<file path="config.mk">
export PLATFORM = sky130hd
export DESIGN_NAME = ring_buffer_fifo_core_flat
export DESIGN_NICKNAME = d
export VERILOG_FILES = /design/src/rtl/core/rbf_pkg.sv /design/src/rtl/core/rbf_channels.sv /design/src/rtl/core/rbf_dpath.sv /design/src/rtl/core/rbf_ctrl.sv /design/src/rtl/core/ring_buffer_fifo_core.sv /design/src/flat_wrapper.sv
export SDC_FILE = /design/constraint.sdc
export NUM_CORES = 2
export LEC_CHECK = 0
export CORE_MARGIN = 1.5
export CORE_UTILIZATION = 55
export DETAILED_ROUTE_END_ITERATION = 7
export DONT_BUFFER_PORTS = 1
export PLACE_DENSITY = 0.68
export SKIP_LAST_GASP = 1
export SYNTH_ARGS = -nofsm -noshare
export SYNTH_HDL_FRONTEND = slang
export SYNTH_SLANG_ARGS = --single-unit
</file>
<file path="constraint.sdc">
create_clock -name clock -period 17.4 [get_ports clock]
set_input_delay 3.48 -clock clock [delete_from_list [all_inputs] [get_ports clock]]
set_output_delay 3.48 -clock clock [all_outputs]
set_load 0.01 [all_outputs]
</file>
<file path="src/rtl/core/rbf_pkg.sv">
// Shared types and constants for the ring buffer FIFO core.
// No dependencies; compile first.
`default_nettype none

package rbf_pkg;

   localparam int DEPTH       = 256;
   localparam int ELEM_WIDTH  = 8;
   localparam int MAX_REQUEST = 64;
   localparam int ADDR_W      = $clog2(DEPTH);
   localparam int POS_W       = ADDR_W + 1;
   localparam int CMD_W       = 3;
   localparam int REQ_W       = 7;

   typedef enum logic [CMD_W-1:0] {
      CMD_PUSH  = 3'd0,
      CMD_POP   = 3'd1,
      CMD_PEEK  = 3'd2,
      CMD_RSPAN = 3'd3,
      CMD_WSPAN = 3'd4
   } cmd_type;

   typedef struct packed {
      logic [CMD_W-1:0]      cmd;
      logic [ELEM_WIDTH-1:0] push_data;
      logic [REQ_W-1:0]      request_count;
   } req_type;

   typedef struct packed {
      logic [ELEM_WIDTH-1:0] out_data;
      logic                  valid_res;
      logic                  last;
      logic [REQ_W-1:0]      granted;
      logic [ADDR_W-1:0]     span_offset;
      logic [POS_W-1:0]      span_length;
      logic [POS_W-1:0]      fill_level;
   } rsp_type;

   // controller -> datapath
   typedef struct packed {
      logic accept;
      logic issue;
      logic load_elem;
      logic load_last;
   } ctl_type;

   // datapath -> controller
   typedef struct packed {
      logic             is_stream;
      logic [REQ_W-1:0] grant_n;
      logic             out_free;
   } sts_type;

endpackage

`default_nettype wire

</file>
<file path="src/rtl/core/rbf_channels.sv">
// Valid/ready channel interfaces for requests and results.
// Depends on rbf_pkg.
`default_nettype none

interface rbf_req_if;
   import rbf_pkg::*;
   logic    valid;
   logic    ready;
   req_type payload;
   modport source  (output valid, output payload, input ready);
   modport sink    (input valid, input payload, output ready);
   modport monitor (input valid, input ready, input payload);
endinterface

interface rbf_rsp_if;
   import rbf_pkg::*;
   logic    valid;
   logic    ready;
   rsp_type payload;
   modport source  (output valid, output payload, input ready);
   modport sink    (input valid, input payload, output ready);
   modport monitor (input valid, input ready, input payload);
endinterface

`default_nettype wire

</file>
<file path="src/rtl/core/rbf_dpath.sv">
// Datapath: positions, element memory, read register, result register.
// Depends on rbf_pkg; driven by rbf_ctrl commands.
`default_nettype none

module rbf_dpath (
   input  logic            clock,
   input  logic            reset,
   input  rbf_pkg::req_type req_payload,
   input  rbf_pkg::ctl_type ctl,
   input  logic            rsp_ready,
   output rbf_pkg::sts_type sts,
   output logic            rsp_valid,
   output rbf_pkg::rsp_type rsp_payload
);
   import rbf_pkg::*;

   logic [ELEM_WIDTH-1:0] mem [DEPTH];

   logic [POS_W-1:0]      wr_pos_ff, wr_pos_in;
   logic [POS_W-1:0]      rd_pos_ff, rd_pos_in;
   logic [ADDR_W-1:0]     rd_addr_ff, rd_addr_in;
   logic [ELEM_WIDTH-1:0] rd_data_ff;
   logic [REQ_W-1:0]      grant_ff, grant_in;
   logic [POS_W-1:0]      fill_after_ff, fill_after_in;
   logic                  out_valid_ff, out_valid_in;
   rsp_type               out_ff, out_in;

   logic [POS_W-1:0]      fill;
   logic                  full;
   logic [ADDR_W-1:0]     in_off, out_off;
   logic [REQ_W-1:0]      req_n, grant_n;
   logic                  is_pick, mem_wr, direct;
   rsp_type               direct_rsp, elem_rsp;

   assign fill    = wr_pos_ff - rd_pos_ff;
   assign full    = fill[POS_W-1];   // fill never exceeds DEPTH
   assign in_off  = wr_pos_ff[ADDR_W-1:0];
   assign out_off = rd_pos_ff[ADDR_W-1:0];

   assign req_n   = (req_payload.request_count > REQ_W'(MAX_REQUEST)) ?
                    REQ_W'(MAX_REQUEST) : req_payload.request_count;
   assign grant_n = (POS_W'(req_n) > fill) ? fill[REQ_W-1:0] : req_n;
   assign is_pick = (req_payload.cmd == CMD_POP) || (req_payload.cmd == CMD_PEEK);

   assign sts.is_stream = is_pick && (grant_n != '0);
   assign sts.grant_n   = grant_n;
   assign sts.out_free  = !out_valid_ff || rsp_ready;

   always_comb begin
      direct_rsp            = '0;
      direct_rsp.last       = 1'b1;
      direct_rsp.fill_level = fill;
      mem_wr                = 1'b0;
      wr_pos_in             = wr_pos_ff;
      rd_pos_in             = rd_pos_ff;
      rd_addr_in            = rd_addr_ff;
      grant_in              = grant_ff;
      fill_after_in         = fill_after_ff;

      if (ctl.accept) begin
         case (req_payload.cmd) inside
            CMD_PUSH: begin
               if (!full) begin
                  mem_wr                = 1'b1;
                  wr_pos_in             = wr_pos_ff + POS_W'(1);
                  direct_rsp.valid_res  = 1'b1;
                  direct_rsp.granted    = REQ_W'(1);
                  direct_rsp.fill_level = fill + POS_W'(1);
               end
            end
            CMD_POP, CMD_PEEK: begin
               rd_addr_in = out_off;
               grant_in   = grant_n;
               if (req_payload.cmd == CMD_POP) begin
                  fill_after_in = fill - POS_W'(grant_n);
                  rd_pos_in     = rd_pos_ff + POS_W'(grant_n);
               end else begin
                  fill_after_in = fill;
               end
            end
            CMD_RSPAN: begin
               if (fill != '0) begin
                  direct_rsp.span_offset = out_off;
                  if (out_off < in_off)
                     direct_rsp.span_length = POS_W'(in_off) - POS_W'(out_off);
                  else
                     direct_rsp.span_length = POS_W'(DEPTH) - POS_W'(out_off);
               end
            end
            CMD_WSPAN: begin
               if (!full) begin
                  direct_rsp.span_offset = in_off;
                  if (out_off > in_off)
                     direct_rsp.span_length = POS_W'(out_off) - POS_W'(in_off);
                  else
                     direct_rsp.span_length = POS_W'(DEPTH) - POS_W'(in_off);
               end
            end
            default: ;
         endcase
      end

      if (ctl.issue)
         rd_addr_in = rd_addr_ff + ADDR_W'(1);
   end

   always_comb begin
      elem_rsp            = '0;
      elem_rsp.out_data   = rd_data_ff;
      elem_rsp.valid_res  = 1'b1;
      elem_rsp.last       = ctl.load_last;
      elem_rsp.granted    = grant_ff;
      elem_rsp.fill_level = fill_after_ff;
   end

   assign direct       = ctl.accept && !sts.is_stream;
   assign out_in       = direct ? direct_rsp : (ctl.load_elem ? elem_rsp : out_ff);
   assign out_valid_in = direct || ctl.load_elem || (out_valid_ff && !rsp_ready);

   always_ff @(posedge clock) begin
      if (reset) begin
         wr_pos_ff    <= '0;
         rd_pos_ff    <= '0;
         out_valid_ff <= 1'b0;
      end else begin
         wr_pos_ff    <= wr_pos_in;
         rd_pos_ff    <= rd_pos_in;
         out_valid_ff <= out_valid_in;
      end
      rd_addr_ff    <= rd_addr_in;
      grant_ff      <= grant_in;
      fill_after_ff <= fill_after_in;
      out_ff        <= out_in;
   end

   // element store, registered read
   always_ff @(posedge clock) begin
      if (mem_wr)
         mem[in_off] <= req_payload.push_data;
      if (ctl.issue)
         rd_data_ff <= mem[rd_addr_ff];
   end

   assign rsp_valid   = out_valid_ff;
   assign rsp_payload = out_ff;

endmodule

`default_nettype wire

</file>
<file path="src/rtl/core/rbf_ctrl.sv">
// Controller: request acceptance and element streaming sequencer.
// Depends on rbf_pkg; commands rbf_dpath.
`default_nettype none

module rbf_ctrl (
   input  logic            clock,
   input  logic            reset,
   input  logic            req_valid,
   output logic            req_ready,
   input  rbf_pkg::sts_type sts,
   output rbf_pkg::ctl_type ctl
);
   import rbf_pkg::*;

   typedef enum logic {ST_IDLE, ST_STREAM} state_type;

   state_type        state_ff, state_in;
   logic [REQ_W-1:0] remain_ff, remain_in;   // reads still to issue
   logic             pend_ff, pend_in;       // read register holds an element
   logic             pend_last_ff, pend_last_in;

   always_comb begin
      req_ready     = (state_ff == ST_IDLE) && sts.out_free;
      ctl.accept    = req_ready && req_valid;
      ctl.load_elem = pend_ff && sts.out_free;
      ctl.load_last = pend_last_ff;
      ctl.issue     = (state_ff == ST_STREAM) && (remain_ff != '0) &&
                      (!pend_ff || ctl.load_elem);

      state_in     = state_ff;
      remain_in    = remain_ff;
      pend_in      = ctl.issue || (pend_ff && !ctl.load_elem);
      pend_last_in = ctl.issue ? (remain_ff == REQ_W'(1)) : pend_last_ff;

      unique case (state_ff)
         ST_IDLE: begin
            if (ctl.accept && sts.is_stream) begin
               state_in  = ST_STREAM;
               remain_in = sts.grant_n;
            end
         end
         ST_STREAM: begin
            if (ctl.issue)
               remain_in = remain_ff - REQ_W'(1);
            if (ctl.load_elem && pend_last_ff)
               state_in = ST_IDLE;
         end
         default: state_in = ST_IDLE;
      endcase
   end

   always_ff @(posedge clock) begin
      if (reset) begin
         state_ff     <= ST_IDLE;
         remain_ff    <= '0;
         pend_ff      <= 1'b0;
         pend_last_ff <= 1'b0;
      end else begin
         state_ff     <= state_in;
         remain_ff    <= remain_in;
         pend_ff      <= pend_in;
         pend_last_ff <= pend_last_in;
      end
   end

endmodule

`default_nettype wire

</file>
<file path="src/rtl/core/ring_buffer_fifo_core.sv">
// Top level of the ring buffer FIFO core.
// Depends on rbf_pkg, rbf_channels, rbf_ctrl and rbf_dpath.
//
// Usage:
//  - req_if carries one request (cmd, push_data, request_count); it is
//    taken at a clock edge with valid and ready both high.
//  - rsp_if returns results through a registered output stage.
//  - Push, span queries, refused or empty pops/peeks: one result, visible
//    the cycle after the request is taken; back to back at one per cycle
//    while the receiver keeps up.
//  - Pop/peek of n elements: n results, one per cycle while the receiver
//    keeps up. The request first moves the controller into its streaming
//    state; each element is then read through the element memory's
//    registered read port into the output stage. No new request is taken
//    until the last element has entered the output stage.
//  - Receiver stall: the output stage holds its result; the read register
//    holds the next element, so nothing is lost and reads pause.
//  - Reset (synchronous): positions cleared, FIFO empty, output empty.
//    The element memory is not cleared; only written entries are read.
`default_nettype none

module ring_buffer_fifo_core (
   input  logic          clock,
   input  logic          reset,
   rbf_req_if.sink       req_if,
   rbf_rsp_if.source     rsp_if
);
   import rbf_pkg::*;

   ctl_type ctl;
   sts_type sts;

   // sequencer: owns ready and the element stream pacing
   rbf_ctrl u_ctrl (
      .clock     (clock),
      .reset     (reset),
      .req_valid (req_if.valid),
      .req_ready (req_if.ready),
      .sts       (sts),
      .ctl       (ctl)
   );

   // storage, pointer math and result register
   rbf_dpath u_dpath (
      .clock       (clock),
      .reset       (reset),
      .req_payload (req_if.payload),
      .ctl         (ctl),
      .rsp_ready   (rsp_if.ready),
      .sts         (sts),
      .rsp_valid   (rsp_if.valid),
      .rsp_payload (rsp_if.payload)
   );

endmodule

`default_nettype wire

</file>
<file path="src/flat_wrapper.sv">
// flat-port wrapper written by rule: the top's interface ports become plain ports
module ring_buffer_fifo_core_flat import rbf_pkg::*;
  (clock, reset, req_if_valid, req_if_payload, req_if_ready, rsp_if_valid, rsp_if_payload, rsp_if_ready);
  rbf_req_if req_if_i ();
  rbf_rsp_if rsp_if_i ();
  input  logic clock;
  input  logic reset;
  input wire logic [$bits(req_if_i.valid)-1:0] req_if_valid;
  input wire logic [$bits(req_if_i.payload)-1:0] req_if_payload;
  output wire logic [$bits(req_if_i.ready)-1:0] req_if_ready;
  output wire logic [$bits(rsp_if_i.valid)-1:0] rsp_if_valid;
  output wire logic [$bits(rsp_if_i.payload)-1:0] rsp_if_payload;
  input wire logic [$bits(rsp_if_i.ready)-1:0] rsp_if_ready;
  assign req_if_i.valid = req_if_valid;
  assign req_if_i.payload = req_if_payload;
  assign req_if_ready = req_if_i.ready;
  assign rsp_if_valid = rsp_if_i.valid;
  assign rsp_if_payload = rsp_if_i.payload;
  assign rsp_if_i.ready = rsp_if_ready;
  ring_buffer_fifo_core u_core (.clock(clock), .reset(reset), .req_if(req_if_i), .rsp_if(rsp_if_i));
endmodule
</file>
---- After elaboration in Yosys (flattened, before gate mapping) ----
Memory sizes are Yosys's and may differ from the RTL's. A register that Yosys moved wholly into a read port is not among the register bits.
Index checks and enable logic that the tools add are counted.
word-level totals
  memories kept ........................... 1
  bits in writable memories ............... 2048
  flip-flop bits (word level) ............. 96
memories
  memory              words  width  read ports  clocked after memory_dff  wr ports  line             text
  u_core.u_dpath.mem  256    8      1           1                         1         rbf_dpath.sv:17  logic [ELEM_WIDTH-1:0] mem [DEPTH];
operators by class
  mux-type cells .......................... 33
  reduce and logical (&&, ||, !) cells .... 35
  eq/ne operators ......................... 8
  bitwise gates (word level) .............. 3
  $lt $le $gt $ge ......................... 4
  add/subtract/negate cells ............... 11
operators by type and width
  cell                   count
  $mux W17               6
  $mux W35               2
  $mux W9                5
  $mux W7                5
  $mux W33               1
  $mux W8                4
  $add A9 B1 Y9 const B  2
  $sub A8 B8 Y9          2
  $sub A9 B8 Y9 const A  2
  $pmux W7 S2            1
  $reduce_bool A7 Y1     2
  $logic_and A1 B1 Y1    11
  $add A9 B7 Y9          1
  $gt A7 B9 Y1           1
  $reduce_and A3 Y1      3
  $reduce_bool A9 Y1     1
  $sub A9 B7 Y9          1
  $sub A9 B9 Y9          1
  $add A8 B1 Y8 const B  1
  $gt A8 B8 Y1           1
  $lt A8 B8 Y1           1
  $mux W1                8
  $eq A7 B1 Y1 const B   1
  $gt A7 B7 Y1 const B   1
  other kinds (14)       30

---- Longest topological paths before layout ----
  depth in word-level cells ............... 10
  depth in mapped cells ................... 31

---- Cells and area by module ----
Synthesis repeated with hierarchy kept, for this count alone.
second synthesis, totals
  cells, all modules ...................... 4027
  area, all modules ....................... 85946.2 um2
modules (own cells, without submodules)
  module     times used  area an instance (um2)  cells each
  rbf_dpath  1           85298.1                 3949
  rbf_ctrl   1           648.1                   78

---- Worst setup path after synthesis ----
OpenSTA, ideal clock, no wires.
  path kind ............................... input to register
  start point ............................. input req_if_payload[6]
  end point ............................... register u_core.u_dpath.fill_after_ff[6], data pin
  setup time .............................. 272 ps
  data required time ...................... 17128 ps
  arrival time ............................ 7622 ps
  path buffers ............................ 4
  stages on the path ...................... 20
  setup slack ............................. 9506 ps
  cells stage by stage .................... clkbuf_2 > nor2b_1 > clkbuf_1 > ha_1 > o21ai_0 > a21oi_1 > o31ai_1 > nand4_1 > a31oi_1 > a21oi_1 > buf_2 > o21ai_0 > ha_1 > fa_1 > a211oi_1 > or4_1 > buf_4 > a211oi_1 > mux2i_1 > o211ai_1
RTL lines
  element                 line               text
  start: declaration      flat_wrapper.sv:9  input wire logic [$bits(req_if_i.payload)-1:0] req_if_payload;
  end signal: assignment  rbf_dpath.sv:132   fill_after_ff <= fill_after_in;
  end: declaration        rbf_dpath.sv:24    logic [POS_W-1:0] fill_after_ff, fill_after_in;

==> metrics.csv <==
stage,metric,value,unit
min_path,hold crit path type,reg -> reg,
final_layout,"most common cell after layout, fill and taps aside",edfxtp_1,
sta,Fmax,126,MHz
worst_setup_path,CP Class,in -> reg,
final_layout,Area Growth Syn to Fin,9.63,%
cts,Clock transition at path regs,0.06,ns
global_route,M2 GR Usage,41.3,%
worst_setup_path,startpoint types,input port,
logic_synthesis,Synth warnings,0,
worst_setup_path,worst-path maximum fanout,13,
global_route,Congestion Overflow GR,0,
route,post-route antenna net violation count,0,
die,IO Pins,67,
global_route,first-pass GRT wire length,309000,µm
min_path,Worst Hold Launch,u_core.u_ctrl.pend_last_ff,
worst_setup_path,crit path capture type,flop,
final_layout,most frequent cells in the layout,"2114 x edfxtp_1, 460 x mux2i_1, 338 x nor2_1",
logic_synthesis,Post-synth EDFFs,2114,
sta,post-route minimum period,7.94,ns
placed_design,global placement routability congestion,0.886,
logic_synthesis,sequential area share after synthesis,74.0,%
logic_synthesis,distinct cell type count after synthesis,82,
sta,Post-Route Skew,0.0698,ns
die,die area,0.160,mm²
sta,Worst-Margin Slew,1.36,ns
final_layout,cell area after layout,0.0952,mm²
global_route,GRT met1 Usage,38.2,%
logic_synthesis,Synth Instances,4795,
logic_synthesis,Post-Syn Area,0.0868,mm²
logic_synthesis,"area leader, netlist",edfxtp_1,
flow_run,maxcap violations,0,
sta,final hold slack,0.477,ns
sta,"Worst Setup Slack, final",9.46,ns
die,row cnt,145,
cts,total CTS buffers,212,
cts,Clock Latency Late Sink,0.86,ns
placed_design,Placed Cells,6611,
global_route,GRT Max-Usage Layer,met2,
die,Core Box Area,0.156,mm²
logic_synthesis,"flops & latches, synth",2152,
logic_synthesis,Main synth FF type,edfxtp_1,
global_route,vias in the first global route,44500,
pwr,power per cell area,112,mW/mm²
route,via count,45500,
logic_synthesis,Post-synth ARST share,0,%
placed_design,DP Area,0.0886,mm²
pwr,Lkg Pwr,30.4,nW
cts,# H-tree levels,4,
die,DIE HEIGHT,400,µm
sta,RSZ-0062 raised after global routing,no,
cts,postcts setup bufs,0,
pwr,total power draw,10.7,mW
worst_setup_path,Critical Path RT,17.98,ns
route,Vias/cell,6.51,
placed_design,DP Wirelength,119000,µm
route,1st-pass router iterations,7,
global_route,gr usage total,26.4,%
cts,clk buf depth,3,
global_route,met3 usage,4.90,%
final_layout,Fillers,11000,
sta,"Period Utilization, post-route",45.6,%
final_layout,Final Util,60.8,%
final_layout,share of cells above drive strength 1,14.4,%
logic_synthesis,Synth area leaders,"edfxtp_1 73%, mux4_2 8.6%, mux2i_1 5.3%, o221ai_1 2.3%, nor2_1 1.5%",
sta,Max Slew Vio Count,0,
sta,Fin. Hold Viols,0,
logic_synthesis,"Avg Cell Area, Syn",18.1,µm²
cts,CTS Root Cell,clkbuf_16,
placed_design,Place WS,8.64,ns
global_route,initial antenna violation count,12,
worst_setup_path,R2R Path Start,u_core.u_dpath.wr_pos_ff[0],
sta,max_slew headroom,9.34,%
worst_setup_path,CP Launch Point,req_if_payload[2],
cts,Clock Sinks,2152,
sta,Final setup viols,0,
route,drt total wl,212000,µm
cts,CTS tree,done,
run_status,outcome,"complete, no violations",
die,die outline width,400,µm
pwr,peak supply drop,0.109,mV
logic_synthesis,Synth top area share,73.1,%
final_layout,post-route insts no fill,6997,
die,Initial Util,55.5,%
cts,post-CTS sizing,0,
route,DRC viols,0,
final_layout,fin nets,4847,
route,drt initial violations,5594,
worst_setup_path,worst path arrival time,8.52,ns
sta,post-route setup TNS,0,ns
logic_synthesis,syn_nets,4873,
global_route,largest net degree at the start of global routing,257,
cts,hold_buf cts,0,
placed_design,number of port buffers,0,
route,wire per inst,30.2,µm
## kinds of logic after synthesis
group / after synthesis / share of synthesized area, %
xor+xnor: 50 / 0.505
flops: 2152 / 74.0
compound gates: 678 / 5.46
fa+ha+maj: 56 / 0.851
buf+inv: 344 / 1.63
mux: 796 / 14.0
simple gates: 719 / 3.55
## report_power, final
part           internal, mW  total [mW]  switching (mW)
clock                  2.41        4.34            1.92
combinational         0.221       0.587           0.366
sequential             5.71        5.73          0.0159
## synthesized netlist by cell type, types with 5 or more instances
master	instances
edfxtp_1	2114
mux2i_1	460
nor2_1	339
mux4_2	333
o221ai_1	226
nand2_1	220
a21oi_1	181
clkbuf_1	177
o22ai_1	119
o21ai_0	61
buf_1	52
ha_1	51
buf_2	50
nand3_1	44
inv_1	43
xnor2_1	41
dfxtp_1	38
a211oi_1	20
and3_1	18
nor2b_1	16
nor3_1	15
buf_4	13
a21o_1	11
nand2b_1	11
a22oi_1	9
nand4_1	9
xor2_1	9
o211ai_1	8
or2_2	7
a31oi_1	5
and2_1	5
fa_1	5
nor3b_1	5
or3_1	5
## worst paths after layout
path / endpoint / slack [ns] / cells past startpoint
setup reg to reg: u_core.u_dpath.fill_after_ff[6] / 10.17 / 20
hold reg to reg: u_core.u_ctrl.pend_last_ff / 0.48 / 2
setup / recovery: u_core.u_dpath.fill_after_ff[6] / 9.46 / 16
hold / removal: u_core.u_ctrl.pend_last_ff / 0.48 / 2
## flip-flops by register name (all words and copies together), names as in the netlist
signal                        flops
u_core.u_ctrl.pend_last_ff        1
u_core.u_dpath.rd_pos_ff          9
u_core.u_ctrl.state_ff            1
u_core.u_dpath.rsp_payload       43
u_core.u_dpath.mem             2048
u_core.u_ctrl.pend_ff             1
u_core.u_ctrl.remain_ff           7
u_core.u_dpath.wr_pos_ff          9
u_core.u_dpath.rsp_valid          1
u_core.u_dpath.rd_data_ff         8
u_core.u_dpath.rd_addr_ff         8
u_core.u_dpath.grant_ff           7
u_core.u_dpath.fill_after_ff      9
## routing by layer
layer	share of wire, %	routed length [µm]
met5	0.022	47
met4	2.7	5800
met3	8.6	18100
met2	48	101000
met1	41	86700
## worst max-delay path, stage by stage
cell and delay [ns]:
nor2b_1 0.52, ha_1 0.37, o21ai_0 0.16, a21oi_1 0.06
o31ai_1 0.23, nand4_1 0.29, a31oi_1 0.34, a21oi_1 0.33
o21ai_0 0.65, ha_1 0.31, fa_1 0.33, a211oi_1 0.07
or4_1 0.70, a211oi_1 0.36, mux2i_1 0.22, o211ai_1 0.10
## final cells by class
cell class / count / area [µm²] / share of cell area [%]
Clock inverter: 105 / 828 / 0.871
Multi-Input combinational cell: 2299 / 21200 / 22.2
Clock buffer: 272 / 5680 / 5.97
Sequential cell: 2152 / 64200 / 67.5
Inverter: 49 / 189 / 0.199
Antenna cell: 7 / 17.5 / 0.0184
Tap cell: 2058 / 2570 / 2.71
Timing Repair Buffer: 55 / 467 / 0.490
No activity file was read; power rests on OpenSTA's default activity.
